$ cat src/hdl/fpr_pkg.sv
// Package for the framed packet receiver: shared constants, status codes and types.
// Used by every module and interface of the block; depends on nothing.
package fpr_pkg;

	localparam int unsigned ByteW  = 8;
	localparam int unsigned WordW  = 16;
	localparam int unsigned SumW   = 15;
	localparam int unsigned StatW  = 3;
	localparam int unsigned CfgIdxW = 2;

	// Frame delimiters as little-endian words and the checksum mask
	localparam logic [WordW-1:0] HeaderWord  = 16'hA2A0;
	localparam logic [WordW-1:0] TrailerWord = 16'hB3B0;
	localparam logic [WordW-1:0] SumMask     = 16'h7FFF;

	// Configuration register indexes
	localparam logic [CfgIdxW-1:0] CfgExpectedType = 2'd0;
	localparam logic [CfgIdxW-1:0] CfgMinLength    = 2'd1;
	localparam logic [CfgIdxW-1:0] CfgMaxPayload   = 2'd2;

	// Reset values of the configuration registers
	localparam logic [ByteW-1:0] ExpectedTypeRst = 8'd3;
	localparam logic [WordW-1:0] MinLengthRst    = 16'd0;
	localparam logic [WordW-1:0] MaxPayloadRst   = 16'hFFFF;

	// Frame status codes
	typedef enum logic [StatW-1:0] {
		ST_OK        = 3'd0,
		ST_BAD_HDR   = 3'd1,
		ST_SHORT     = 3'd2,
		ST_BAD_TYPE  = 3'd3,
		ST_CHECKSUM  = 3'd4,
		ST_BAD_TRAIL = 3'd5
	} status_t;

	typedef struct packed {
		logic [ByteW-1:0] expected_type;
		logic [WordW-1:0] min_length;
		logic [WordW-1:0] max_payload;
	} cfg_t;

	typedef struct packed {
		logic [ByteW-1:0] out_byte;
		logic             is_payload;
		logic             frame_end;
		logic [StatW-1:0] status;
	} res_t;

endpackage

$ cat src/hdl/fpr_rx_if.sv
// Receive byte channel: valid/ready handshake carrying one serial byte.
// Depends on fpr_pkg.
interface fpr_rx_if;
	logic                       valid;
	logic                       ready;
	logic [fpr_pkg::ByteW-1:0]  rx_byte;

	modport source (output valid, output rx_byte, input ready);
	modport sink   (input valid, input rx_byte, output ready);
endinterface

$ cat src/hdl/fpr_tx_if.sv
// Result channel: valid/ready handshake carrying payload bytes and frame status.
// Depends on fpr_pkg.
interface fpr_tx_if;
	logic                       valid;
	logic                       ready;
	logic [fpr_pkg::ByteW-1:0]  out_byte;
	logic                       is_payload;
	logic                       frame_end;
	logic [fpr_pkg::StatW-1:0]  status;

	modport source (output valid, output out_byte, output is_payload, output frame_end,
		output status, input ready);
	modport sink   (input valid, input out_byte, input is_payload, input frame_end,
		input status, output ready);
endinterface

$ cat src/hdl/fpr_cfg_regs.sv
// Configuration registers of the framed packet receiver, written through a plain port.
// Depends on fpr_pkg.
module fpr_cfg_regs (
	input  logic                          clk,
	input  logic                          arst_n,
	input  logic                          cfg_we,
	input  logic [fpr_pkg::CfgIdxW-1:0]   cfg_index,
	input  logic [fpr_pkg::WordW-1:0]     cfg_data,
	output fpr_pkg::cfg_t                 cfg
);

	fpr_pkg::cfg_t cfg_q;

	// Write the addressed register; drop writes to unused indexes
	always_ff @(posedge clk or negedge arst_n) begin
		if (!arst_n) begin
			cfg_q.expected_type <= fpr_pkg::ExpectedTypeRst;
			cfg_q.min_length    <= fpr_pkg::MinLengthRst;
			cfg_q.max_payload   <= fpr_pkg::MaxPayloadRst;
		end else if (cfg_we) begin
			case (cfg_index)
				fpr_pkg::CfgExpectedType: cfg_q.expected_type <= cfg_data[fpr_pkg::ByteW-1:0];
				fpr_pkg::CfgMinLength:    cfg_q.min_length    <= cfg_data;
				fpr_pkg::CfgMaxPayload:   cfg_q.max_payload   <= cfg_data;
				default: ;
			endcase
		end
	end

	assign cfg = cfg_q;

endmodule

$ cat src/hdl/fpr_parser.sv
// Frame parser: phase register, length/count/checksum state and per-byte decode.
// Depends on fpr_pkg; produces at most one result per transferred byte.
module fpr_parser (
	input  logic                       clk,
	input  logic                       arst_n,
	input  logic                       take,
	input  logic [fpr_pkg::ByteW-1:0]  rx_byte,
	input  fpr_pkg::cfg_t              cfg,
	output logic                       res_valid,
	output fpr_pkg::res_t              res
);

	typedef enum logic [3:0] {
		PH_HDR0 = 4'd0,
		PH_HDR1 = 4'd1,
		PH_LEN0 = 4'd2,
		PH_LEN1 = 4'd3,
		PH_TYPE = 4'd4,
		PH_DATA = 4'd5,
		PH_CK0  = 4'd6,
		PH_CK1  = 4'd7,
		PH_TR0  = 4'd8,
		PH_TR1  = 4'd9
	} phase_t;

	phase_t                      phase_q, phase_d;
	logic [fpr_pkg::ByteW-1:0]   held_q, held_d;
	logic [fpr_pkg::WordW-1:0]   left_q, left_d, left_dec;
	logic [fpr_pkg::WordW-1:0]   count_q, count_d;
	logic [fpr_pkg::SumW-1:0]    sum_q, sum_d, sum_add;
	logic [fpr_pkg::WordW-1:0]   word;

	assign word     = {rx_byte, held_q};
	assign sum_add  = sum_q + fpr_pkg::SumW'(rx_byte);
	assign left_dec = left_q - fpr_pkg::WordW'(1);

	// Decode one byte against the current phase
	always_comb begin
		phase_d   = phase_q;
		held_d    = held_q;
		left_d    = left_q;
		count_d   = count_q;
		sum_d     = sum_q;
		res_valid = 1'b0;
		res       = '0;
		case (phase_q)
			PH_HDR1: begin
				if (word != fpr_pkg::HeaderWord) begin
					res_valid  = 1'b1;
					res.status = fpr_pkg::ST_BAD_HDR;
					phase_d    = PH_HDR0;
				end else begin
					phase_d = PH_LEN0;
				end
			end
			PH_LEN0: begin
				held_d  = rx_byte;
				phase_d = PH_LEN1;
			end
			PH_LEN1: begin
				if (word <= cfg.min_length) begin
					res_valid  = 1'b1;
					res.status = fpr_pkg::ST_SHORT;
					phase_d    = PH_HDR0;
				end else begin
					left_d  = word;
					count_d = '0;
					sum_d   = '0;
					phase_d = PH_TYPE;
				end
			end
			PH_TYPE: begin
				sum_d  = sum_add;
				left_d = left_dec;
				if (rx_byte != cfg.expected_type) begin
					res_valid  = 1'b1;
					res.status = fpr_pkg::ST_BAD_TYPE;
					phase_d    = PH_HDR0;
				end else begin
					phase_d = (left_dec == '0) ? PH_CK0 : PH_DATA;
				end
			end
			PH_DATA: begin
				sum_d  = sum_add;
				left_d = left_dec;
				// Emit the byte unless the payload limit is reached
				if (count_q < cfg.max_payload) begin
					count_d        = count_q + fpr_pkg::WordW'(1);
					res_valid      = 1'b1;
					res.out_byte   = rx_byte;
					res.is_payload = 1'b1;
				end
				if (left_dec == '0) begin
					phase_d = PH_CK0;
				end
			end
			PH_CK0: begin
				held_d  = rx_byte;
				phase_d = PH_CK1;
			end
			PH_CK1: begin
				if (word != {1'b0, sum_q}) begin
					res_valid  = 1'b1;
					res.status = fpr_pkg::ST_CHECKSUM;
					phase_d    = PH_HDR0;
				end else begin
					phase_d = PH_TR0;
				end
			end
			PH_TR0: begin
				held_d  = rx_byte;
				phase_d = PH_TR1;
			end
			PH_TR1: begin
				res_valid  = 1'b1;
				res.status = (word != fpr_pkg::TrailerWord) ? fpr_pkg::ST_BAD_TRAIL
					: fpr_pkg::ST_OK;
				phase_d    = PH_HDR0;
			end
			default: begin
				// Hunting for the first header byte; unused phases land here too
				held_d  = rx_byte;
				phase_d = PH_HDR1;
			end
		endcase
		res.frame_end = res_valid & ~res.is_payload;
	end

	// Advance the parser state on each transfer
	always_ff @(posedge clk or negedge arst_n) begin
		if (!arst_n) begin
			phase_q <= PH_HDR0;
			held_q  <= '0;
			left_q  <= '0;
			count_q <= '0;
			sum_q   <= '0;
		end else if (take) begin
			phase_q <= phase_d;
			held_q  <= held_d;
			left_q  <= left_d;
			count_q <= count_d;
			sum_q   <= sum_d;
		end
	end

endmodule

$ cat src/hdl/fpr_out_reg.sv
// Result register between the parser and the result channel.
// Depends on fpr_pkg; a new result loads while the old one is being transferred.
module fpr_out_reg (
	input  logic           clk,
	input  logic           arst_n,
	input  logic           load,
	input  fpr_pkg::res_t  res,
	input  logic           drain,
	output logic           full,
	output fpr_pkg::res_t  res_q
);

	logic full_q;

	// Track occupancy
	always_ff @(posedge clk or negedge arst_n) begin
		if (!arst_n) begin
			full_q <= 1'b0;
		end else if (load) begin
			full_q <= 1'b1;
		end else if (drain) begin
			full_q <= 1'b0;
		end
	end

	// Hold the payload until replaced
	always_ff @(posedge clk) begin
		if (load) begin
			res_q <= res;
		end
	end

	assign full = full_q;

endmodule

$ cat src/hdl/framed_packet_receiver_core.sv
// Top level of the framed packet receiver: config registers, parser, result register.
// Depends on fpr_pkg, fpr_rx_if, fpr_tx_if, fpr_cfg_regs, fpr_parser, fpr_out_reg.
//
//   channel  | kind        | payload
//   rx       | sink        | rx_byte[7:0]
//   tx       | source      | out_byte[7:0], is_payload, frame_end, status[2:0]
//   cfg      | write only  | cfg_we, cfg_index[1:0], cfg_data[15:0]
//
// One byte is taken per cycle unless tx stalls; its result, if any, shows on tx the next cycle.
// The parser state updates on the rx transfer edge and the result register
// loads on that same edge. rx is ready whenever the result register is empty
// or its result is transferred in that cycle, so a stalled tx stalls rx.
// Reset clears the parser to header hunting and the registers to their defaults.
module framed_packet_receiver_core (
	input  logic                         clk,
	input  logic                         arst_n,
	input  logic                         cfg_we,
	input  logic [fpr_pkg::CfgIdxW-1:0]  cfg_index,
	input  logic [fpr_pkg::WordW-1:0]    cfg_data,
	fpr_rx_if.sink                       rx,
	fpr_tx_if.source                     tx
);

	fpr_pkg::cfg_t cfg;
	fpr_pkg::res_t res, res_q;
	logic          res_valid;
	logic          full;
	logic          take;
	logic          drain;

	assign drain    = full & tx.ready;
	assign rx.ready = ~full | tx.ready;
	assign take     = rx.valid & rx.ready;

	fpr_cfg_regs u_cfg (
		.clk       (clk),
		.arst_n    (arst_n),
		.cfg_we    (cfg_we),
		.cfg_index (cfg_index),
		.cfg_data  (cfg_data),
		.cfg       (cfg)
	);

	fpr_parser u_parser (
		.clk       (clk),
		.arst_n    (arst_n),
		.take      (take),
		.rx_byte   (rx.rx_byte),
		.cfg       (cfg),
		.res_valid (res_valid),
		.res       (res)
	);

	fpr_out_reg u_out (
		.clk    (clk),
		.arst_n (arst_n),
		.load   (take & res_valid),
		.res    (res),
		.drain  (drain),
		.full   (full),
		.res_q  (res_q)
	);

	// Drive the result channel from the result register
	assign tx.valid      = full;
	assign tx.out_byte   = res_q.out_byte;
	assign tx.is_payload = res_q.is_payload;
	assign tx.frame_end  = res_q.frame_end;
	assign tx.status     = res_q.status;

endmodule
$ cat src/flat_wrapper.sv
// flat-port wrapper written by rule: the top's interface ports become plain ports
module framed_packet_receiver_core_flat 
  (clk, arst_n, cfg_we, cfg_index, cfg_data, rx_valid, rx_rx_byte, rx_ready, tx_valid, tx_out_byte, tx_is_payload, tx_frame_end, tx_status, tx_ready);
  fpr_rx_if rx_i ();
  fpr_tx_if tx_i ();
  input  logic clk;
  input  logic arst_n;
  input  logic cfg_we;
  input  logic [fpr_pkg::CfgIdxW-1:0] cfg_index;
  input  logic [fpr_pkg::WordW-1:0] cfg_data;
  input wire logic [$bits(rx_i.valid)-1:0] rx_valid;
  input wire logic [$bits(rx_i.rx_byte)-1:0] rx_rx_byte;
  output wire logic [$bits(rx_i.ready)-1:0] rx_ready;
  output wire logic [$bits(tx_i.valid)-1:0] tx_valid;
  output wire logic [$bits(tx_i.out_byte)-1:0] tx_out_byte;
  output wire logic [$bits(tx_i.is_payload)-1:0] tx_is_payload;
  output wire logic [$bits(tx_i.frame_end)-1:0] tx_frame_end;
  output wire logic [$bits(tx_i.status)-1:0] tx_status;
  input wire logic [$bits(tx_i.ready)-1:0] tx_ready;
  assign rx_i.valid = rx_valid;
  assign rx_i.rx_byte = rx_rx_byte;
  assign rx_ready = rx_i.ready;
  assign tx_valid = tx_i.valid;
  assign tx_out_byte = tx_i.out_byte;
  assign tx_is_payload = tx_i.is_payload;
  assign tx_frame_end = tx_i.frame_end;
  assign tx_status = tx_i.status;
  assign tx_i.ready = tx_ready;
  framed_packet_receiver_core u_core (.clk(clk), .arst_n(arst_n), .cfg_we(cfg_we), .cfg_index(cfg_index), .cfg_data(cfg_data), .rx(rx_i), .tx(tx_i));
endmodule
$ cat config.mk
export PLATFORM = sky130hd
export DESIGN_NAME = framed_packet_receiver_core_flat
export DESIGN_NICKNAME = d
export VERILOG_FILES = /design/src/hdl/fpr_pkg.sv /design/src/hdl/fpr_rx_if.sv /design/src/hdl/fpr_tx_if.sv /design/src/hdl/fpr_cfg_regs.sv /design/src/hdl/fpr_parser.sv /design/src/hdl/fpr_out_reg.sv /design/src/hdl/framed_packet_receiver_core.sv /design/src/flat_wrapper.sv
export SDC_FILE = /design/constraint.sdc
export NUM_CORES = 1
export LEC_CHECK = 0
export BUFFER_PORTS_ARGS = -buffer_cell sky130_fd_sc_hd__buf_2
export CORE_MARGIN = 4
export CORE_UTILIZATION = 50
export CTS_CLUSTER_SIZE = 20
export DETAILED_ROUTE_END_ITERATION = 6
export GPL_ROUTABILITY_DRIVEN = 0
export HOLD_SLACK_MARGIN = 0.03
export PLACE_DENSITY_LB_ADDON = 0.2
export SKIP_LAST_GASP = 1
export SYNTH_ARGS = -nofsm -noshare
export SYNTH_HDL_FRONTEND = slang
export SYNTH_SLANG_ARGS = --single-unit
$ cat constraint.sdc
create_clock -name clk -period 3.8 [get_ports clk]
set_input_delay 0.76 -clock clk [delete_from_list [all_inputs] [get_ports clk]]
set_output_delay 0.76 -clock clk [all_outputs]
set_load 0.05 [all_outputs]
======== Word-level counts from Yosys, hierarchy flattened ========
Index checks and enable logic that the tools add are counted.
storage, ports and cells
  register bits after elaboration ......... 113
  bits of input ports ..................... 31
  word-level logic and storage cells ...... 89
cells by class
  $add $sub $neg .......................... 3
  $lt $le $gt $ge ......................... 2
  equal/unequal tests ..................... 18
  mux-type cells .......................... 30
  bitwise operators ....................... 8
  reductions and logical operators ........ 15
operators by type and width
  cell                                                 count
  one-hot mux 16 bit (2 select lines)                  2
  2-to-1 mux 16 bit                                    3
  one-hot mux 4 bit (9 select lines)                   1
  inequality test 16 bit (second input constant)       2
  one-hot mux 15 bit (2 select lines)                  1
  adder 16 x 1 -> 16 bit (second input constant)       1
  == test 4 x 3 -> 1 bit (second input constant)       4
  less-or-equal comparator 16 bit                      1
  zero test 16 bit                                     1
  < comparator 16 bit                                  1
  inequality test 16 x 15 -> 1 bit                     1
  subtractor 16 x 1 -> 16 bit (second input constant)  1
  adder 15 x 8 -> 15 bit                               1
  2-to-1 mux 15 bit                                    1
  one-hot mux 3 bit (5 select lines)                   1
  2-to-1 mux 3 bit                                     4
  AND reduction 2 bit                                  6
  2-to-1 mux 1 bit                                     10
  == test 4 x 2 -> 1 bit (second input constant)       2
  == test 4 bit (second input constant)                2
  2-to-1 mux 2 bit                                     4
  2-to-1 mux 4 bit                                     2
  inequality test 8 bit                                1
  inequality test 2 bit (second input constant)        3
  other kinds (13)                                     20

======== Logic depth before layout (Yosys ltp) ========
Gate-level depths: netlist of the first run.
  word-level depth ........................ 5
  mapped depth ............................ 11

======== Modules after synthesis ========
Synthesis of the first run repeated with hierarchy kept, for this count alone.
unflattened totals
  cell total of the unflattened synthesis .. 708
  area, all modules ....................... 7254.5 um^2
modules (own cells, without submodules)
  module                       times used  cells an instance  area an instance (um^2)  seq. area each (um^2)
  fpr_parser                   1           603                5247.5                   1476.4
  fpr_cfg_regs                 1           85                 1547.7                   1023.5
  fpr_out_reg                  1           16                 426.7                    415.4
  framed_packet_receiver_core  1           4                  32.5                     0.0

======== Worst setup path after synthesis of the first run ========
No wires, ideal clock.
  kind .................................... register to register
  start ................................... reg u_core.u_cfg.cfg_q (netlist bit u_core.u_cfg.cfg[5])
  end ..................................... reg, netlist name u_core.u_out.res_q[0]
  setup time .............................. 0.391 ns
  arrival time ............................ 2.759 ns
  data required time ...................... 3.409 ns
  slack ................................... 0.650 ns
  cell stages (with the launch flop) ...... 10
  path buffers ............................ 2
  cell sequence ........................... dfstp_2 -> inv_1 -> ha_1 -> a21o_1 -> a221oi_1 -> o21ai_0 -> a211o_1 -> buf_2 -> clkbuf_1 -> a31oi_1
between the ends
  word-level cells in the longest chain between the ends .. 4
ends and longest elaborated chain
  element                             line                               source
  from (decl)                         fpr_cfg_regs.sv:12                 fpr_pkg::cfg_t cfg_q;
  < comparator 16 bit                 fpr_parser.sv:87                   if (count_q < cfg.max_payload) begin
  2-to-1 mux 1 bit                    fpr_parser.sv:87
  one-hot mux 1 bit (6 select lines)  fpr_parser.sv:46                   case (phase_q)
  AND 1 bit                           framed_packet_receiver_core.sv:57  .load (take & res_valid),
  named net u_core.u_out.load         fpr_out_reg.sv:6                   input logic load,
The timed path passes the listed nets, and every way through them passes these cells.
A chain may end at the register's enable or synchronous reset.

======== Final worst setup path of the first run ========
  start ................................... reg u_core.u_cfg.cfg_q (netlist bit u_core.u_cfg.cfg[5])
  end ..................................... reg, netlist name u_core.u_out.res_q[7]
between the ends
  word-level cells in the longest chain between the ends .. 4
ends and longest elaborated chain
  element                             line
  < comparator 16 bit                 fpr_parser.sv:87
  2-to-1 mux 1 bit                    fpr_parser.sv:87
  one-hot mux 1 bit (6 select lines)  fpr_parser.sv:46
  AND 1 bit                           framed_packet_receiver_core.sv:57
  named net u_core.u_out.load         fpr_out_reg.sv:6
The timed path passes the listed nets, and every way through them passes these cells.

==> impl_metrics.csv, run 1 <==
group,metric,value,unit
run_status,status,"finished clean",
layout,utilization,0.592,
critical_path,crit_path_max_incr_delay,1060,ps
critical_path,worstSetupPathType,"flop to flop",
critical_path,crit_fanout,13,
clock_tree,clk_pin_slew,60,ps
synthesis,synthArstFlopShare,0.885,
floorplanning,start_util,0.517,
synthesis,yosys.area_share.adder,0.0787,
power_and_ir_drop,p_int,3340,uW
clock_tree,cts_hold_buffers,0,
placement,dpl_worst_slack,359,ps
sta,worst_pin_slew,1320,ps
synthesis,avgSynthCellArea,10.1,sq um
clock_tree,cts_tree,"yes",
power_and_ir_drop,p_sw_frac,0.392,
synthesis,syn_inst,687,
global_route,grt_use_total,0.243,
global_route,grt_pass1_vias,5877,
sta,skew,10.2,ps
clock_tree,cts_buffers,17,
clock_tree,clock_latency,430,ps
critical_path,endpoint_kind,"flop",
synthesis,synth_mux_area_frac,0.0926,
placement,numPortBuffers,45,
sta,fin_ws,466,ps
sta,rsz0062_at_grt,"false",
power_and_ir_drop,clock_power_share,0.286,
floorplanning,fp.dieH,126,um
floorplanning,num_rows,42,
detailed_routing,routedWlPerCell,20.0,um
critical_path,crit_path_start_kind,"flop",
placement,place_area,0.00735,sq mm
sta,slew_headroom,0.119,
power_and_ir_drop,power.leakage,0.00352,uW
synthesis,synth-compound-area-share,0.175,
clock_tree,root_buffer,"clkbuf_16",
synthesis,synth_simple_gate_area_frac,0.151,
global_route,grt_max_degree,46,
critical_path,worst-path-buf-inv,1,
synthesis,synth-edff-count,13,
detailed_routing,via_per_inst,6.24,
critical_path,critPathRequiredTime,3830,ps
floorplanning,die_w,126,um
sta,final_max_slew_viol_count,0,
clock_tree,ctsHtreeMaxLevel,4,
critical_path,path_cells,"inv_1, ha_1, a21o_1, a221oi_1, o21ai_0, a211o_1, a31oi_1",
detailed_routing,num_vias,5754,
synthesis,synth_top_family_by_area,"compound AO/OA/AOI/OAI gates",
power_and_ir_drop,combPwrFrac,0.344,
detailed_routing,postRouteAntennaNets,0,
clock_tree,cts_resized,0,
sta,max_freq,300,MHz
synthesis,yosysWarnings,0,
clock_tree,post_cts_buffers,0,
layout,final_area,0.00794,sq mm
sta,finalSetupViolCount,0,
synthesis,synth-xor-area-share,0.0341,
sta,finalSetupTns,0,ps
synthesis,synth_area,0.00693,sq mm
sta,hold_viol_final,0,
floorplanning,core_area,0.0134,sq mm
min_path,hold_class,"primary input to asynchronous set/reset pin",
synthesis,syn_nets,761,
layout,drive_gt1_frac,0.231,
synthesis,synthDistinctLibCells,70,
sta,fin_crit_sh,0.877,
power_and_ir_drop,switchingPower,2150,uW
detailed_routing,drt_pass1_iterations,5,
critical_path,path_delay_family,"compound AO/OA/AOI/OAI gates",
power_and_ir_drop,vdd_drop_max,0.377,mV
global_route,antenna_found_initial,0,
synthesis,ys_ff_latch,113,
synthesis,synth_ff_type,"dfrtp_1",
global_route,grt_pass1_wl,30700,um
critical_path,cp.arrival,3370,ps
detailed_routing,routed_wl,18400,um
floorplanning,io_pins,46,
detailed_routing,drc,0,
layout,syn_to_final_growth,14.4,%
critical_path,critPathSlowestCell,"a31oi_1",
sta,period_needed,3330,ps
synthesis,seq_area_frac_synth,0.420,
clock_tree,clockBufferDepth,2,
flow_run,drv_cap,0,
detailed_routing,drt_iter0_drc,437,
layout,nets,806,
power_and_ir_drop,p_seq_frac,0.370,
power_and_ir_drop,p_per_area,692,mW/mm^2
floorplanning,die_area,0.0158,sq mm
placement,detailed_place_hpwl,13300,um
clock_tree,cts.sinks,113,
global_route,overflow,0,
cell usage in the layout (no fill, tap or decap), drive strengths merged, types with 23 or more instances in the layout:
cell / count
inv: 52
nand2: 27
nor2: 29
o21ai: 45
nand3: 25
buf: 59
ha: 42
dfrtp: 82
a21oi: 37
xor2: 23
mux2: 49
flip-flops by register name, summed over array words and instances (netlist names):
signal / cells
u_core.u_cfg.cfg: 40
u_core.u_parser.count_q: 16
u_core.u_parser.left_q: 16
u_core.u_parser.sum_q: 15
u_core.u_out.res_q: 13
u_core.u_parser.held_q: 8
u_core.u_parser.phase_q: 4
u_core.u_out.full: 1
per-stage QoR:
step                      power, uW  hold slack, ps  cells
after floorplan                3370             464    687
after global placement         3840             492    889
after detailed placement       3910             494    889
after CTS                      5490             368    921
after global routing           5840             398    921
final                          5490             348    922
worst paths after layout:
check / slack (ps) / depth (start not counted) / start / end
worst max register to register: 470 / 7 / u_core.u_cfg.cfg[5] / u_core.u_out.res_q[7]
max in group asynchronous: 2550 / 2 / arst_n / u_core.u_cfg.cfg[15]
worst min register to register: 510 / 1 / u_core.u_cfg.cfg[23] / u_core.u_cfg.cfg[23]
worst min-delay path: 350 / 1 / arst_n / u_core.u_parser.left_q[13]
worst max-delay path: 470 / 7 / u_core.u_cfg.cfg[5] / u_core.u_out.res_q[7]
min in group clk: 510 / 1 / u_core.u_cfg.cfg[23] / u_core.u_cfg.cfg[23]
cell type report:
class                           instances  area [sq um]
Antenna cell                            1          2.50
Clock buffer                           21           482
Clock inverter                         11           103
Fill cell                            1127          5470
Inverter                               50           188
Multi-Input combinational cell        491          3690
Sequential cell                       113          2920
Tap cell                              176           220
Timing Repair Buffer                   59           333
Yosys cell counts, types with 5 or more instances:
| cell | number | area share |
|---|---|---|
| inv_1 | 49 | 0.027 |
| a21o_1 | 15 | 0.016 |
| nor4_1 | 13 | 0.012 |
| edfxtp_1 | 13 | 0.056 |
| nor2b_1 | 5 | 0.0045 |
| and3_1 | 9 | 0.0081 |
| xor2_1 | 23 | 0.029 |
| buf_2 | 10 | 0.0072 |
| a2bb2oi_1 | 5 | 0.0063 |
| ha_1 | 42 | 0.076 |
| nand3_1 | 25 | 0.018 |
| a211oi_1 | 12 | 0.013 |
| a21oi_1 | 36 | 0.026 |
| clkbuf_1 | 18 | 0.0097 |
| dfrtp_1 | 82 | 0.30 |
| or3_1 | 11 | 0.0099 |
| nand2_1 | 27 | 0.015 |
| o211ai_1 | 9 | 0.0097 |
| mux2_2 | 49 | 0.080 |
| nor2_1 | 29 | 0.016 |
| and2_1 | 8 | 0.0072 |
| nand4_1 | 11 | 0.0099 |
| nor3_1 | 10 | 0.0072 |
| nand2b_1 | 8 | 0.0072 |
| a31oi_1 | 21 | 0.019 |
| dfstp_2 | 18 | 0.068 |
| o21ai_0 | 43 | 0.031 |
| mux2i_1 | 9 | 0.013 |
layer usage:
metal | routed length (um) | GRT usage
met4 | 570 | 0.112
met5 | 0 | 0
met3 | 1130 | 0.0512
met2 | 8510 | 0.375
met1 | 8220 | 0.330
power groups by stage:
stage	clock network [uW]	logic, uW	registers [uW]
5_1_grt	1650	2110	2080
3_3_place_gp	0	1820	2030
2_1_floorplan	0	1320	2050
6_report	1570	1890	2030
4_1_cts	1580	1890	2020
3_5_place_dp	0	1870	2040
logic make-up (layout without fill, tap and decap cells):
family,Yosys count,in the layout
muxes,58,58
xor gates and xnor gates,27,27
adders and majority gates,43,43
buffers and inverters,83,141
DFF,113,113
other,0,1
AOI/OAI and AO/OA,181,181
and+or+nand+nor,182,182
Power figures use the tool's default switching activity.
==> inputs of run 2 (changes only) <==
Settings changed: SYNTH_HIERARCHICAL set to 1.
==> run 2 against run 1 <==
Compared with the run above: combinational power rose by 11%; hold slack improved by 83 ps; routed wire length grew 5.4%; global-route usage up 0.35 points; critical endpoint is now u_core/u_out/full.
==> impl_metrics.csv, run 2 <==
group,metric,value,unit
sta,final_max_slew_viol_count,0,
floorplanning,num_rows,43,
clock_tree,clockBufferDepth,2,
synthesis,avgSynthCellArea,10.2,sq um
power_and_ir_drop,p_sw_frac,0.386,
global_route,overflow,0,
layout,syn_to_final_growth,13.7,%
layout,n_antenna_cell,0,
critical_path,reg2reg_depth,10,
detailed_routing,drc,0,
critical_path,regToRegSetupSlack,720,ps
detailed_routing,drt_iter0_drc,547,
clock_tree,clk_pin_slew,50,ps
synthesis,synth_simple_gate_area_frac,0.180,
critical_path,critPathRequiredTime,4110,ps
critical_path,cp.arrival,3510,ps
clock_tree,cts_resized,0,
global_route,antenna_found_initial,0,
synthesis,yosys.area_share.adder,0.0752,
clock_tree,root_buffer,"clkbuf_16",
synthesis,yosysWarnings,6,
clock_tree,ctsHtreeMaxLevel,4,
layout,nets,829,
power_and_ir_drop,clock_power_share,0.286,
clock_tree,cts_hold_buffers,0,
flow_run,drv_cap,0,
synthesis,ys_ff_latch,113,
power_and_ir_drop,p_int,3570,uW
sta,period_needed,3200,ps
synthesis,synthTopCellsByCount,"dfrtp_1 (82), mux2_2 (49), inv_1 (47)",
power_and_ir_drop,power.leakage,0.00375,uW
critical_path,r2r_start,"u_core/u_cfg/cfg[30]",
synthesis,yosys.area.top_type_share,0.283,
synthesis,synth_ff_type,"dfrtp_1",
sta,hold_viol_final,0,
clock_tree,cts.sinks,113,
detailed_routing,via_per_inst,6.32,
floorplanning,start_util,0.517,
sta,skew,7.33,ps
clock_tree,clock_latency,420,ps
min_path,hold_class,"primary input to asynchronous set/reset pin",
synthesis,synthDistinctLibCells,84,
critical_path,endpoint_kind,"flop",
clock_tree,post_cts_buffers,0,
detailed_routing,num_vias,5995,
sta,max_freq,313,MHz
synthesis,synth_top_family_by_area,"simple AND/OR/NAND/NOR gates",
layout,final_common_cell,"dfrtp_1",
layout,drive_gt1_frac,0.262,
synthesis,synth-compound-area-share,0.161,
global_route,grt_max_degree,65,
detailed_routing,routed_wl,19400,um
floorplanning,io_pins,46,
global_route,grt_use_total,0.246,
clock_tree,cts_tree,"yes",
clock_tree,cts_buffers,17,
layout,mostFrequentLayoutCells,"dfrtp_1 (82), mux2_2 (49), inv_1 (47)",
sta,worst_pin_slew,888,ps
synthesis,synth_area_leaders,"dfrtp_1 (28%), mux2_2 (7.6%), ha_1 (7.2%)",
sta,finalSetupTns,0,ps
detailed_routing,routedWlPerCell,20.5,um
global_route,grt_pass1_vias,5775,
synthesis,syn_inst,708,
placement,numPortBuffers,45,
floorplanning,die_area,0.0165,sq mm
floorplanning,die_w,128,um
power_and_ir_drop,p_seq_frac,0.353,
power_and_ir_drop,vdd_drop_max,0.373,mV
power_and_ir_drop,combPwrFrac,0.361,
synthesis,synth_area,0.00725,sq mm
floorplanning,core_area,0.0140,sq mm
critical_path,crit_path_start_kind,"primary input",
sta,finalSetupViolCount,0,
global_route,grt_pass1_wl,31600,um
synthesis,syn_nets,782,
critical_path,r2r-end,"u_core/u_out/full",
synthesis,synth-xor-area-share,0.0435,
placement,detailed_place_hpwl,13900,um
sta,rsz0062_at_grt,"false",
power_and_ir_drop,total_power,5820,uW
layout,largest_reg_flops,40,
power_and_ir_drop,p_per_area,705,mW/mm^2
synthesis,synth_largest_area_cell,"dfrtp_1",
synthesis,seq_area_frac_synth,0.402,
critical_path,worstSetupPathType,"primary input to flop",
critical_path,crit_fanout,14,
synthesis,synth-edff-count,13,
sta,slew_headroom,0.406,
synthesis,synthArstFlopShare,0.885,
detailed_routing,drt_pass1_iterations,7,
synthesis,yosysMostFrequentCell,"dfrtp_1",
detailed_routing,postRouteAntennaNets,0,
run_status,status,"finished clean",
floorplanning,fp.dieH,128,um
synthesis,synth_mux_area_frac,0.0871,
power_and_ir_drop,switchingPower,2250,uW
sta,fin_crit_sh,0.841,
run 2: metal layers:
| metal | global-route usage | vias up | wire [um] |
|---|---|---|---|
| met3 | 0.0469 | 41 | 1480 |
| met5 | 0 | - | 0 |
| met2 | 0.386 | 246 | 9040 |
| met4 | 0.100 | 0 | 516 |
| met1 | 0.338 | 2968 | 8400 |
| li1 | - | 2740 | - |
run 2: metrics by stage:
stage | cell area, sq um | hold WS [ps] | util | setup slack (ps) | std cells
after detailed placement | 7630 | 495 | 0.544 | 232 | 916
after global placement | 7630 | 488 | 0.544 | 334 | 916
after floorplan | 7250 | 464 | - | 593 | 708
final | 8250 | 431 | 0.588 | 604 | 948
after global routing | 8250 | 503 | 0.588 | 500 | 948
after CTS | 8250 | 469 | 0.588 | 672 | 948
run 2: cell type report:
class,instances,area (sq um)
clock buffer,22,485
clock inverter,10,130
fill,1135,5790
inverter,47,176
multi-input combinational,516,3970
sequential,113,2920
tap,180,225
timing repair buffer,60,353
run 2: cells by family (layout without fill, tap and decap cells):
group,Yosys count,in the layout
compound gates,152,152
simple gates,228,228
flops,113,113
fa+ha+maj,43,43
xor+xnor,36,36
mux,57,57
buf+inv,79,139
run 2: power groups by stage:
| stage | sequential (uW) | clock (uW) | combinational [uW] |
|---|---|---|---|
| floorplan | 2010 | 0 | 1580 |
| global placement | 2040 | 0 | 2010 |
| detailed placement | 2050 | 0 | 2080 |
| CTS | 2040 | 1680 | 2090 |
| global route | 2100 | 1740 | 2300 |
| finish | 2060 | 1660 | 2100 |
run 2: worst max path at each step:
stage / startpoint / to / slack [ps] / cells past startpoint
floorplan: rx_rx_byte[6] / u_core/u_out/full / 590 / 10
global placement: rx_rx_byte[5] / u_core/u_out/full / 330 / 10
detailed placement: rx_rx_byte[5] / u_core/u_out/full / 230 / 10
CTS: rx_rx_byte[5] / u_core/u_out/full / 670 / 10
global route: rx_rx_byte[5] / u_core/u_out/full / 500 / 10
finish: rx_rx_byte[5] / u_core/u_out/full / 600 / 10
run 2: critical path, stage by stage:
cell and delay, ps:
buf_2 200, ha_1 350, nand4_2 140, nor4_2 350
a21boi_4 270, o31a_1 240, nor2_1 80, or4_1 500
and3_1 360, a21o_1 230
